**src/sv/bqf_pkg.sv**
```systemverilog
// Shared types and codes for the bounded event queue.
// Used by bqf_front, bqf_back and the top level bounded_queue_with_full_policy.
package bqf_pkg;

  localparam logic [1:0] CMD_PUSH = 2'd0;
  localparam logic [1:0] CMD_TAKE = 2'd1;
  localparam logic [1:0] CMD_STOP = 2'd2;

  localparam logic [1:0] POL_DROP_NEWEST = 2'd0;
  localparam logic [1:0] POL_DROP_OLDEST = 2'd1;
  localparam logic [1:0] POL_BLOCK       = 2'd2;

  localparam logic [1:0] CFG_CAPACITY = 2'd0;
  localparam logic [1:0] CFG_POLICY   = 2'd1;

  localparam logic [4:0] CAPACITY_RESET = 5'd16;

  typedef enum logic [2:0] {
    ST_ACCEPTED = 3'd0,
    ST_EVICTED  = 3'd1,
    ST_DROPPED  = 3'd2,
    ST_BLOCKED  = 3'd3,
    ST_IGNORED  = 3'd4,
    ST_EXPORTED = 3'd5,
    ST_EMPTY    = 3'd6,
    ST_STOPPED  = 3'd7
  } status_t;

  typedef struct packed {
    status_t     status;
    logic        valid;
    logic [4:0]  fill;
    logic [31:0] accepted;
    logic [31:0] dropped;
    logic [31:0] exported;
    logic        drained;
  } meta_t;

endpackage

```
**src/sv/bqf_front.sv**
```systemverilog
// Front end of the event queue: classifies each command against the fill state.
// Keeps the ring pointers, fill count, stop flag and totals; depends on bqf_pkg.
module bqf_front import bqf_pkg::*; #(
  parameter int QUEUE_DEPTH = 16,
  parameter int EVENT_WIDTH = 64,
  parameter int ADDR_W      = 4,
  parameter int CNT_W       = 5
) (
  input  logic                   clk,
  input  logic                   rst_n,
  input  logic                   accept,
  input  logic [1:0]             command,
  input  logic [63:0]            event_data,
  input  logic [4:0]             capacity,
  input  logic [1:0]             policy,
  output meta_t                  op_meta,
  output logic                   op_wr_en,
  output logic [ADDR_W-1:0]      op_wr_addr,
  output logic [EVENT_WIDTH-1:0] op_wr_data,
  output logic                   op_rd_en,
  output logic [ADDR_W-1:0]      op_rd_addr
);

  localparam logic [ADDR_W-1:0] LAST_SLOT = ADDR_W'(QUEUE_DEPTH - 1);
  localparam logic [CNT_W-1:0]  DEPTH_CNT = CNT_W'(QUEUE_DEPTH);

  logic [ADDR_W-1:0] head_r, head_nxt, tail_r, tail_nxt, head_inc, tail_inc;
  logic [CNT_W-1:0]  held_r, held_nxt;
  logic [31:0]       acc_r, acc_nxt, drop_r, drop_nxt, exp_r, exp_nxt;
  logic              stop_r, stop_nxt;
  logic              is_full;
  status_t           status;
  logic              take_valid;

  assign head_inc = (head_r == LAST_SLOT) ? '0 : head_r + 1'b1;
  assign tail_inc = (tail_r == LAST_SLOT) ? '0 : tail_r + 1'b1;

  always_comb begin
    if (held_r == DEPTH_CNT) begin
      is_full = 1'b1;
    end else if (capacity == 5'd0) begin
      is_full = (held_r != '0);
    end else begin
      is_full = (32'(held_r) >= 32'(capacity));
    end
  end

  always_comb begin
    head_nxt   = head_r;
    tail_nxt   = tail_r;
    held_nxt   = held_r;
    acc_nxt    = acc_r;
    drop_nxt   = drop_r;
    exp_nxt    = exp_r;
    stop_nxt   = stop_r;
    op_wr_en   = 1'b0;
    op_rd_en   = 1'b0;
    take_valid = 1'b0;
    status     = ST_STOPPED;
    case (command)
      CMD_PUSH: begin
        if (stop_r) begin
          status = ST_IGNORED;
        end else if (is_full) begin
          case (policy)
            POL_DROP_NEWEST: begin
              drop_nxt = drop_r + 32'd1;
              status   = ST_DROPPED;
            end
            POL_DROP_OLDEST: begin
              head_nxt = head_inc;
              tail_nxt = tail_inc;
              op_wr_en = 1'b1;
              drop_nxt = drop_r + 32'd1;
              acc_nxt  = acc_r + 32'd1;
              status   = ST_EVICTED;
            end
            default: begin
              status = ST_BLOCKED;
            end
          endcase
        end else begin
          tail_nxt = tail_inc;
          held_nxt = held_r + 1'b1;
          op_wr_en = 1'b1;
          acc_nxt  = acc_r + 32'd1;
          status   = ST_ACCEPTED;
        end
      end
      CMD_TAKE: begin
        if (held_r == '0) begin
          status = ST_EMPTY;
        end else begin
          head_nxt   = head_inc;
          held_nxt   = held_r - 1'b1;
          op_rd_en   = 1'b1;
          take_valid = 1'b1;
          exp_nxt    = exp_r + 32'd1;
          status     = ST_EXPORTED;
        end
      end
      default: begin
        stop_nxt = 1'b1;
        status   = ST_STOPPED;
      end
    endcase
  end

  assign op_wr_addr = tail_r;
  assign op_rd_addr = head_r;
  assign op_wr_data = event_data[EVENT_WIDTH-1:0];

  assign op_meta.status   = status;
  assign op_meta.valid    = take_valid;
  assign op_meta.fill     = 5'(held_nxt);
  assign op_meta.accepted = acc_nxt;
  assign op_meta.dropped  = drop_nxt;
  assign op_meta.exported = exp_nxt;
  assign op_meta.drained  = (held_nxt == '0);

  always_ff @(posedge clk) begin
    if (!rst_n) begin
      head_r <= '0;
      tail_r <= '0;
      held_r <= '0;
      acc_r  <= '0;
      drop_r <= '0;
      exp_r  <= '0;
      stop_r <= 1'b0;
    end else if (accept) begin
      head_r <= head_nxt;
      tail_r <= tail_nxt;
      held_r <= held_nxt;
      acc_r  <= acc_nxt;
      drop_r <= drop_nxt;
      exp_r  <= exp_nxt;
      stop_r <= stop_nxt;
    end
  end

  assert property (@(posedge clk) disable iff (!rst_n) held_r <= DEPTH_CNT)
    else $error("Fill count exceeds the queue depth.");

  assert property (@(posedge clk) disable iff (!rst_n) stop_r |=> stop_r)
    else $error("Stop flag cleared without reset.");

  assert property (@(posedge clk) disable iff (!rst_n)
      (accept && op_wr_en && !op_rd_en && op_meta.status == ST_ACCEPTED) |=> held_r != '0)
    else $error("Accepted push left the queue empty.");

endmodule

```
**src/sv/bqf_opq.sv**
```systemverilog
// Two-entry operation queue that decouples the front end from the back end.
// Carries packed operation words; no package dependencies.
module bqf_opq #(
  parameter int WIDTH = 8
) (
  input  logic             clk,
  input  logic             rst_n,
  input  logic             wr_en,
  input  logic [WIDTH-1:0] wr_data,
  input  logic             rd_en,
  output logic [WIDTH-1:0] rd_data,
  output logic             full,
  output logic             empty
);

  logic [WIDTH-1:0] slot_r [2];
  logic             wptr_r, wptr_nxt, rptr_r, rptr_nxt;
  logic [1:0]       count_r, count_nxt;
  logic             do_wr, do_rd;

  assign full    = (count_r == 2'd2);
  assign empty   = (count_r == 2'd0);
  assign do_wr   = wr_en && !full;
  assign do_rd   = rd_en && !empty;
  assign rd_data = slot_r[rptr_r];

  always_comb begin
    wptr_nxt  = do_wr ? !wptr_r : wptr_r;
    rptr_nxt  = do_rd ? !rptr_r : rptr_r;
    count_nxt = count_r + {1'b0, do_wr} - {1'b0, do_rd};
  end

  always_ff @(posedge clk) begin
    if (do_wr) begin
      slot_r[wptr_r] <= wr_data;
    end
  end

  always_ff @(posedge clk) begin
    if (!rst_n) begin
      wptr_r  <= 1'b0;
      rptr_r  <= 1'b0;
      count_r <= 2'd0;
    end else begin
      wptr_r  <= wptr_nxt;
      rptr_r  <= rptr_nxt;
      count_r <= count_nxt;
    end
  end

  assert property (@(posedge clk) disable iff (!rst_n) count_r <= 2'd2)
    else $error("Operation queue count out of range.");

  assert property (@(posedge clk) disable iff (!rst_n)
      (count_r == 2'd2 && !rd_en) |=> count_r == 2'd2)
    else $error("Operation queue lost an entry.");

endmodule

```
**src/sv/bqf_back.sv**
```systemverilog
// Back end of the event queue: event memory, read stage and result register.
// Executes operations from bqf_opq in order; depends on bqf_pkg.
module bqf_back import bqf_pkg::*; #(
  parameter int QUEUE_DEPTH = 16,
  parameter int EVENT_WIDTH = 64,
  parameter int ADDR_W      = 4
) (
  input  logic                   clk,
  input  logic                   rst_n,
  input  logic                   op_avail,
  input  meta_t                  op_meta,
  input  logic                   op_wr_en,
  input  logic [ADDR_W-1:0]      op_wr_addr,
  input  logic [EVENT_WIDTH-1:0] op_wr_data,
  input  logic                   op_rd_en,
  input  logic [ADDR_W-1:0]      op_rd_addr,
  output logic                   op_pop,
  input  logic                   pop,
  output logic                   empty,
  output meta_t                  res_meta,
  output logic [63:0]            res_data
);

  logic [EVENT_WIDTH-1:0] mem [QUEUE_DEPTH];
  logic [EVENT_WIDTH-1:0] rd_data_r;
  meta_t                  s1_meta_r, res_meta_r;
  logic [63:0]            res_data_r;
  logic                   s1_v_r, s1_v_nxt, out_v_r, out_v_nxt;
  logic                   issue, s1_adv;

  assign s1_adv = s1_v_r && (!out_v_r || pop);
  assign issue  = op_avail && (!s1_v_r || s1_adv);
  assign op_pop = issue;

  always_comb begin
    s1_v_nxt  = issue ? 1'b1 : (s1_adv ? 1'b0 : s1_v_r);
    out_v_nxt = s1_adv ? 1'b1 : ((pop && out_v_r) ? 1'b0 : out_v_r);
  end

  always_ff @(posedge clk) begin
    if (issue && op_wr_en) begin
      mem[op_wr_addr] <= op_wr_data;
    end
    if (issue && op_rd_en) begin
      rd_data_r <= mem[op_rd_addr];
    end
  end

  always_ff @(posedge clk) begin
    if (issue) begin
      s1_meta_r <= op_meta;
    end
    if (s1_adv) begin
      res_meta_r <= s1_meta_r;
      res_data_r <= s1_meta_r.valid ? 64'(rd_data_r) : 64'd0;
    end
  end

  always_ff @(posedge clk) begin
    if (!rst_n) begin
      s1_v_r  <= 1'b0;
      out_v_r <= 1'b0;
    end else begin
      s1_v_r  <= s1_v_nxt;
      out_v_r <= out_v_nxt;
    end
  end

  assign empty    = !out_v_r;
  assign res_meta = res_meta_r;
  assign res_data = res_data_r;

  assert property (@(posedge clk) disable iff (!rst_n)
      out_v_r |-> (res_meta_r.valid == (res_meta_r.status == ST_EXPORTED)))
    else $error("Export flag disagrees with status.");

  assert property (@(posedge clk) disable iff (!rst_n)
      (out_v_r && !res_meta_r.valid) |-> res_data_r == 64'd0)
    else $error("Data present on a result that exports nothing.");

endmodule

```
**src/sv/bounded_queue_with_full_policy.sv**
```systemverilog
// Top level of the bounded event queue with a configurable full policy.
// Instantiates bqf_front, bqf_opq and bqf_back; depends on bqf_pkg.
//
// Usage: commands enter through push/full with in_command and in_event_data.
// Each accepted command yields exactly one result, read through empty/pop on
// the out_ ports in command order. Each operation passes through the operation
// queue, the read stage and the result register, and one command per cycle is
// sustained in both directions while pop is held high. The front end decides
// each command's status from its own fill count in the transfer cycle; the back
// end's event memory port allows one write and one registered read per cycle.
// Configuration writes use cfg_valid/cfg_ready, which is always ready: index 0
// sets the capacity, index 1 the full policy, other indexes are ignored.
// Write configuration only while no result is outstanding.
// Reset (rst_n low, synchronous) empties the queue, clears the totals and the
// stop flag, and restores capacity 16 with the drop-newest policy. Memory
// contents are not cleared and no clearing pass is needed.
// When the receiver stalls, up to four results are buffered before full rises.
module bounded_queue_with_full_policy import bqf_pkg::*; #(
  parameter int QUEUE_DEPTH = 16,
  parameter int EVENT_WIDTH = 64
) (
  input  logic        clk,
  input  logic        rst_n,
  input  logic        push,
  output logic        full,
  input  logic [1:0]  in_command,
  input  logic [63:0] in_event_data,
  output logic        empty,
  input  logic        pop,
  output logic [2:0]  out_status,
  output logic [63:0] out_out_data,
  output logic        out_out_valid,
  output logic [4:0]  out_fill_level,
  output logic [31:0] out_accepted_total,
  output logic [31:0] out_dropped_total,
  output logic [31:0] out_exported_total,
  output logic        out_drained,
  input  logic        cfg_valid,
  output logic        cfg_ready,
  input  logic [1:0]  cfg_index,
  input  logic [4:0]  cfg_data
);

  localparam int ADDR_W = (QUEUE_DEPTH > 1) ? $clog2(QUEUE_DEPTH) : 1;
  localparam int CNT_W  = $clog2(QUEUE_DEPTH + 1);
  localparam int OP_W   = $bits(meta_t) + 2 + 2 * ADDR_W + EVENT_WIDTH;

  logic [4:0]             capacity_r;
  logic [1:0]             policy_r;
  logic                   accept;
  meta_t                  f_meta, b_meta, res_meta;
  logic                   f_wr_en, f_rd_en, b_wr_en, b_rd_en;
  logic [ADDR_W-1:0]      f_wr_addr, f_rd_addr, b_wr_addr, b_rd_addr;
  logic [EVENT_WIDTH-1:0] f_wr_data, b_wr_data;
  logic [OP_W-1:0]        q_in, q_out;
  logic                   q_full, q_empty, q_pop;

  assign cfg_ready = 1'b1;
  assign accept    = push && !q_full;
  assign full      = q_full;

  always_ff @(posedge clk) begin
    if (!rst_n) begin
      capacity_r <= CAPACITY_RESET;
      policy_r   <= POL_DROP_NEWEST;
    end else if (cfg_valid && cfg_ready) begin
      if (cfg_index == CFG_CAPACITY) begin
        capacity_r <= cfg_data;
      end else if (cfg_index == CFG_POLICY) begin
        policy_r <= cfg_data[1:0];
      end
    end
  end

  bqf_front #(
    .QUEUE_DEPTH (QUEUE_DEPTH),
    .EVENT_WIDTH (EVENT_WIDTH),
    .ADDR_W      (ADDR_W),
    .CNT_W       (CNT_W)
  ) u_front (
    .clk        (clk),
    .rst_n      (rst_n),
    .accept     (accept),
    .command    (in_command),
    .event_data (in_event_data),
    .capacity   (capacity_r),
    .policy     (policy_r),
    .op_meta    (f_meta),
    .op_wr_en   (f_wr_en),
    .op_wr_addr (f_wr_addr),
    .op_wr_data (f_wr_data),
    .op_rd_en   (f_rd_en),
    .op_rd_addr (f_rd_addr)
  );

  assign q_in = {f_meta, f_wr_en, f_rd_en, f_wr_addr, f_rd_addr, f_wr_data};

  bqf_opq #(
    .WIDTH (OP_W)
  ) u_opq (
    .clk     (clk),
    .rst_n   (rst_n),
    .wr_en   (accept),
    .wr_data (q_in),
    .rd_en   (q_pop),
    .rd_data (q_out),
    .full    (q_full),
    .empty   (q_empty)
  );

  assign {b_meta, b_wr_en, b_rd_en, b_wr_addr, b_rd_addr, b_wr_data} = q_out;

  bqf_back #(
    .QUEUE_DEPTH (QUEUE_DEPTH),
    .EVENT_WIDTH (EVENT_WIDTH),
    .ADDR_W      (ADDR_W)
  ) u_back (
    .clk        (clk),
    .rst_n      (rst_n),
    .op_avail   (!q_empty),
    .op_meta    (b_meta),
    .op_wr_en   (b_wr_en),
    .op_wr_addr (b_wr_addr),
    .op_wr_data (b_wr_data),
    .op_rd_en   (b_rd_en),
    .op_rd_addr (b_rd_addr),
    .op_pop     (q_pop),
    .pop        (pop),
    .empty      (empty),
    .res_meta   (res_meta),
    .res_data   (out_out_data)
  );

  assign out_status         = res_meta.status;
  assign out_out_valid      = res_meta.valid;
  assign out_fill_level     = res_meta.fill;
  assign out_accepted_total = res_meta.accepted;
  assign out_dropped_total  = res_meta.dropped;
  assign out_exported_total = res_meta.exported;
  assign out_drained        = res_meta.drained;

endmodule

```
**config.mk**
```make
export PLATFORM = sky130hd
export DESIGN_NAME = bounded_queue_with_full_policy
export DESIGN_NICKNAME = d
export VERILOG_FILES = /design/src/sv/bqf_pkg.sv /design/src/sv/bqf_front.sv /design/src/sv/bqf_opq.sv /design/src/sv/bqf_back.sv /design/src/sv/bounded_queue_with_full_policy.sv
export SDC_FILE = /design/constraint.sdc
export NUM_CORES = 2
export LEC_CHECK = 0
export BUFFER_PORTS_ARGS = -buffer_cell sky130_fd_sc_hd__buf_4
export CORE_MARGIN = 5
export CORE_UTILIZATION = 35
export CTS_BUF_LIST = sky130_fd_sc_hd__clkbuf_16
export DETAILED_ROUTE_END_ITERATION = 6
export PLACE_DENSITY_LB_ADDON = 0.05
export SLEW_MARGIN = 15
export SYNTH_ARGS = -nofsm -noshare
export SYNTH_HDL_FRONTEND = slang
export SYNTH_SLANG_ARGS = --single-unit
export TNS_END_PERCENT = 1
```
**constraint.sdc**
```tcl
create_clock -name clk -period 12.36 [get_ports clk]
set_clock_uncertainty 0.15 [all_clocks]
set_input_delay 0 -clock clk [delete_from_list [all_inputs] [get_ports clk]]
set_output_delay 0 -clock clk [all_outputs]
set_load 0.1 [all_outputs]
```
## Yosys cells after proc, flatten, opt, wreduce, memory -nomap -nowiden

Memory sizes are Yosys's and may differ from the RTL's. A register that Yosys moved wholly into a read port is not among the register bits.
Index checks and enable logic that the tools add are counted.

- Flip-flop bits (word level): 399
- Memory bits (writable): 1384
- Input port bits: 78
- Output and inout port bits: 173
- Logic and storage cells: 136
- Memories kept: 2

- Add/subtract/negate cells: 9
- Order comparisons: 1
- Equality and inequality tests: 12
- Multiplexer cells: 46
- Bitwise logic cells: 3
- Reduce and logical (&&, ||, !) cells: 34

Memory list:

| memory | words | width | rd ports | clocked after memory_dff | wr ports | line | source |
|---|---|---|---|---|---|---|---|
| u_back.mem | 16 | 64 | 1 | 1 | 1 | bqf_back.sv:24 | `logic [EVENT_WIDTH-1:0] mem [QUEUE_DEPTH];` |
| u_opq.slot_r | 2 | 180 | 1 | 1 | 1 | bqf_opq.sv:16 | `logic [WIDTH-1:0] slot_r [2];` |

Operator list:

| cell | number |
|---|---|
| two-way mux 32 bit | 10 |
| adder 32 x 1 -> 32 bit (second input constant) | 3 |
| two-way mux 4 bit | 8 |
| two-way mux 1 bit | 18 |
| zero test 5 bit | 3 |
| two-way mux 5 bit | 3 |
| case mux 5 bit (2 select lines) | 1 |
| adder 4 x 1 -> 4 bit (second input constant) | 2 |
| == test 4 bit (second input constant) | 2 |
| logical AND 1 bit | 8 |
| zero test 2 bit | 4 |
| inequality test 2 bit (second input constant) | 4 |
| case mux 4 bit (2 select lines) | 1 |
| == test 2 x 1 -> 1 bit (second input constant) | 3 |
| zero test 1 bit | 6 |
| case mux 3 bit (2 select lines) | 1 |
| AND reduction 6 bit | 1 |
| nonzero test 2 bit | 3 |
| adder 5 x 1 -> 5 bit (second input constant) | 1 |
| == test 5 bit (second input constant) | 1 |
| >= comparator 5 bit | 1 |
| nonzero test 5 bit | 1 |
| subtractor 5 x 1 -> 5 bit (second input constant) | 1 |
| two-way mux 2 bit | 2 |
| other kinds (12) | 17 |

## Logic depth before layout (Yosys ltp)

- Word-level depth: 8
- Depth in mapped cells: 12
- Depth with buffers taken out: 10

## By module

Synthesis repeated with hierarchy kept, for this count alone.

- Cell total of the unflattened synthesis: 3638
- Area total of the unflattened synthesis: 70680.3 µm²

Modules (own cells, without submodules):

| module | instances | cells each | area an instance (µm²) |
|---|---|---|---|
| bqf_back | 1 | 2010 | 49074.6 |
| bqf_opq | 1 | 587 | 13621.8 |
| bqf_front | 1 | 1008 | 7671.1 |
| bounded_queue_with_full_policy | 1 | 33 | 312.8 |

## Least setup slack after synthesis

OpenSTA, ideal clock, no wires.

- Path type: reg-to-reg
- Start point: register u_back.out_v_r
- End point: register u_back.res_data_r[0], in the netlist u_back.res_data[0] (enable)
- Setup time: 0.722 ns
- Arrival time: 8.523 ns
- Required time: 11.488 ns
- Slack: 2.965 ns
- Stages on the path, launching flop included: 4
- Buffers on the path: 0
- Cell sequence: dfxtp_1 > inv_1 > nor2_1 > nor2b_1

- Cells in the longest elaborated chain, start to end: 3

Ends and longest elaborated chain:

| item | line | source |
|---|---|---|
| from (decl) | bqf_back.sv:28 | `logic s1_v_r, s1_v_nxt, out_v_r, out_v_nxt;` |
| from (signal assigned) | bqf_back.sv:65 | `out_v_r <= out_v_nxt;` |
| zero test 1 bit | n/a |  |
| via empty | bounded_queue_with_full_policy.sv:28 | `output logic empty,` |
| logical OR 1 bit | bqf_back.sv:31 | `assign s1_adv = s1_v_r && (!out_v_r \|\| pop);` |
| logical AND 1 bit | bqf_back.sv:31 |  |
| to (signal assigned) | bqf_back.sv:55 | `res_data_r <= s1_meta_r.valid ? 64'(rd_data_r) : 64'd0;` |
| to (decl) | bqf_back.sv:27 | `logic [63:0] res_data_r;` |

The timed path passes the listed nets, and every way through them passes these cells.
A chain may end at the register's enable or synchronous reset.

==> results_dict.tcl <==
set metrics [dict create \
    worst_pin_slew_ns 1.12 \
    drt-pass1-iter-count 7 \
    dieWidth_um 458 \
    ys_async_sr_fraction_pct 0 \
    status "finished clean" \
    critPathMaxFanout 88 \
    synth_area_um2 70300 \
    postCtsSetupBuffers 0 \
    clock-sinks 1846 \
    synth_ff_type "edfxtp_1" \
    gr-total-overflow 0 \
    nets 4279 \
    ir_worst_vdd_v 0.000194 \
    initial_core_util_pct 35.2 \
    rows 164 \
    critPathCaptureType "flop" \
    power.total_uw 18300 \
    critPathRequiredTime_ns 12.70 \
    final-max-slew-violation-count 0 \
    max_freq_ghz 0.219 \
    numCtsBuffers 204 \
    worst_slack_ns 7.79 \
    max_slew_margin_pct 25.5 \
    yosys_warnings 0 \
    p_leak_uw 0.0279 \
    post-route-min-period_ns 4.57 \
    portBuffers 249 \
    reg2reg_setup_slack_ns 7.79 \
    ys_seq_elements 1846 \
    hold_slack_ns 0.0899 \
    drtIter0Drc 2245 \
    drive_gt1_share_pct 25.1 \
    grt_pass1_wl_um 256000 \
    fillers 17853 \
    power_density_nw_per_um2 218 \
    finalCritPeriodShare_pct 36.9 \
    syn_avg_cell_area_um2 19.1 \
    worstSetupStartpointType "flop" \
    clk_latency_ns 0.83 \
    root_buffer "clkbuf_16" \
    synth_fp_nets 3776 \
    setup_viol 0 \
    ant_nets 0 \
    vias 34670 \
    regArea_um2 54200 \
    hold_viol 0 \
    critical_path_arrival_ns 4.91 \
    drc 0 \
    finalSetupTns_ns 0 \
    grt_pass1_vias 37094 \
    synth.distinct_cells 83 \
    grt_setup_unrepaired "no" \
    syn_to_final_growth_pct 19.1 \
    die_y_um 458 \
    wire_per_inst_um 25.0 \
    grt_max_degree 134 \
    fp.dieArea_um2 210000 \
    dp_hpwl_um 89300 \
    coreArea_um2 200000 \
    multiInputGateArea_um2 15500 \
    cts_tree "done" \
    clockBufferDepth 3 \
    gp_congestion 0.696 \
    hold_class "in2reg" \
    antenna_found_initial 6 \
    htree_num_levels 4 \
    ys_top_cells_by_area "edfxtp_1 (74%), mux4_2 (8.2%), dfxtp_1 (3.5%)" \
    yosysSeqAreaShare_pct 77.1 \
    grtUsageTotal_pct 16.6 \
    critPathKind "reg2reg" \
    synthCells 3683 \
    synth_top_area_share_pct 73.5 \
    drv_cap 0 \
    via_per_inst 4.94 \
    synth_top_area_cell "edfxtp_1" \
    place_ws_ns 7.58 \
    synth_edf_count 1722 \
    cts.clk_slew.worst_paths_ns 0.06 \
    fin_util_pct 41.9 \
    io-pin-count 251 \
    wl_um 176000 \
]
==> kinds of logic after synthesis <==
family | count (synthesis) | synth area share [%]
xor+xnor | 170 | 2.12
fa+ha+maj | 15 | 0.267
flops | 1846 | 77.1
mux | 439 | 11.1
other cells | 1 | 0.00533
simple gates | 769 | 5.81
compound gates | 239 | 2.41
buf+inv | 204 | 1.22
==> placed cells by master, fill, tap and decap left out, types with 8 or more instances in the layout <==
cell / count
a211oi_1: 64
a21boi_1: 18
a21oi_1: 12
a31oi_1: 68
and2_1: 215
and3_1: 14
buf_12: 8
buf_4: 307
bufinv_16: 23
clkbuf_16: 208
clkinv_1: 49
clkinv_2: 37
clkinvlp_4: 9
dfxtp_1: 123
dlygate4sd3_1: 163
edfxtp_1: 1722
ha_1: 15
inv_1: 65
mux2_2: 172
mux4_2: 256
nand2_1: 224
nand3_1: 68
nand4_1: 31
nor2_1: 59
nor2_4: 17
nor2b_1: 13
nor3_1: 41
o21ai_0: 23
or3_1: 22
xnor2_1: 104
xor2_1: 66
==> metrics by stage <==
step | instance area (um2) | cells
after floorplan | 70300 | 3683
after global placement | 75600 | 6472
after detailed placement | 75600 | 6473
after CTS | 83800 | 7016
after global routing | 83800 | 7017
final | 83800 | 7017
==> synth_stat cells, types with 66 or more instances <==
cell type / instances
nor2_1: 77
mux2_2: 173
clkbuf_1: 114
mux4_2: 256
dfxtp_1: 124
xnor2_1: 104
and2_1: 215
xor2_1: 66
a31oi_1: 68
nand3_1: 68
edfxtp_1: 1722
nand2_1: 225
==> power by group <==
part	switching, uW	internal [uW]
clock network	2470	3510
logic	2850	1160
registers	249	8060
total	5570	12700
==> final timing paths <==
kind,startpoint,end,cells after the start
worst max-delay path,flop,u_back.rd_data_r[35],7
worst min-delay path,in_command[1],u_opq.slot_r[0][177],3
worst max register to register,flop,u_back.rd_data_r[35],7
worst min register to register,u_back.s1_meta_r[29],u_back.res_meta[29],0
==> sequential cells by signal, indices dropped and copies added (netlist names), 32 cells and up, named ones only <==
name,count
u_front.acc_r,32
u_back.s1_meta_r,106
u_back.rd_data_r,64
u_back.res_meta,106
u_front.exp_r,32
u_back.mem,1024
u_front.drop_r,32
u_opq.slot_r,358
u_back.res_data,64
==> critical path, stage by stage (launching register included) <==
cell      delay (ns)
dfxtp_4         0.83
mux2i_4         0.63
buf_12          0.69
buf_4           0.76
mux4_2          0.58
and2_1          0.16
a211oi_1        0.25
a31oi_1         0.08
==> metal layers <==
| metal | track usage (%) | wire, um | vias up | part of all wire (%) |
|---|---|---|---|---|
| li1 | - | - | 15550 | - |
| met1 | 22.3 | 78100 | 18270 | 44 |
| met2 | 28.1 | 86900 | 607 | 50 |
| met3 | 2.69 | 6720 | 243 | 3.8 |
| met4 | 4.35 | 3850 | 0 | 2.2 |
| met5 | 0 | 0 | - | 0 |
==> area by class of cell <==
| class | instances | area share [%] |
|---|---|---|
| Antenna cell | 1 | 0.00299 |
| Clock buffer | 208 | 6.21 |
| Clock inverter | 172 | 1.66 |
| Inverter | 23 | 0.106 |
| Multi-Input combinational cell | 1633 | 18.5 |
| Sequential cell | 1846 | 64.7 |
| Tap cell | 2656 | 3.97 |
| Timing Repair Buffer | 478 | 4.89 |
==> what timing repair did <==
action | 4_1_cts | 5_1_grt
hold buffers | 163 | 0
resized for setup | 0 | 0
endpoints found under the hold margin | 324 | 0
No activity file was read; power rests on OpenSTA's default activity.
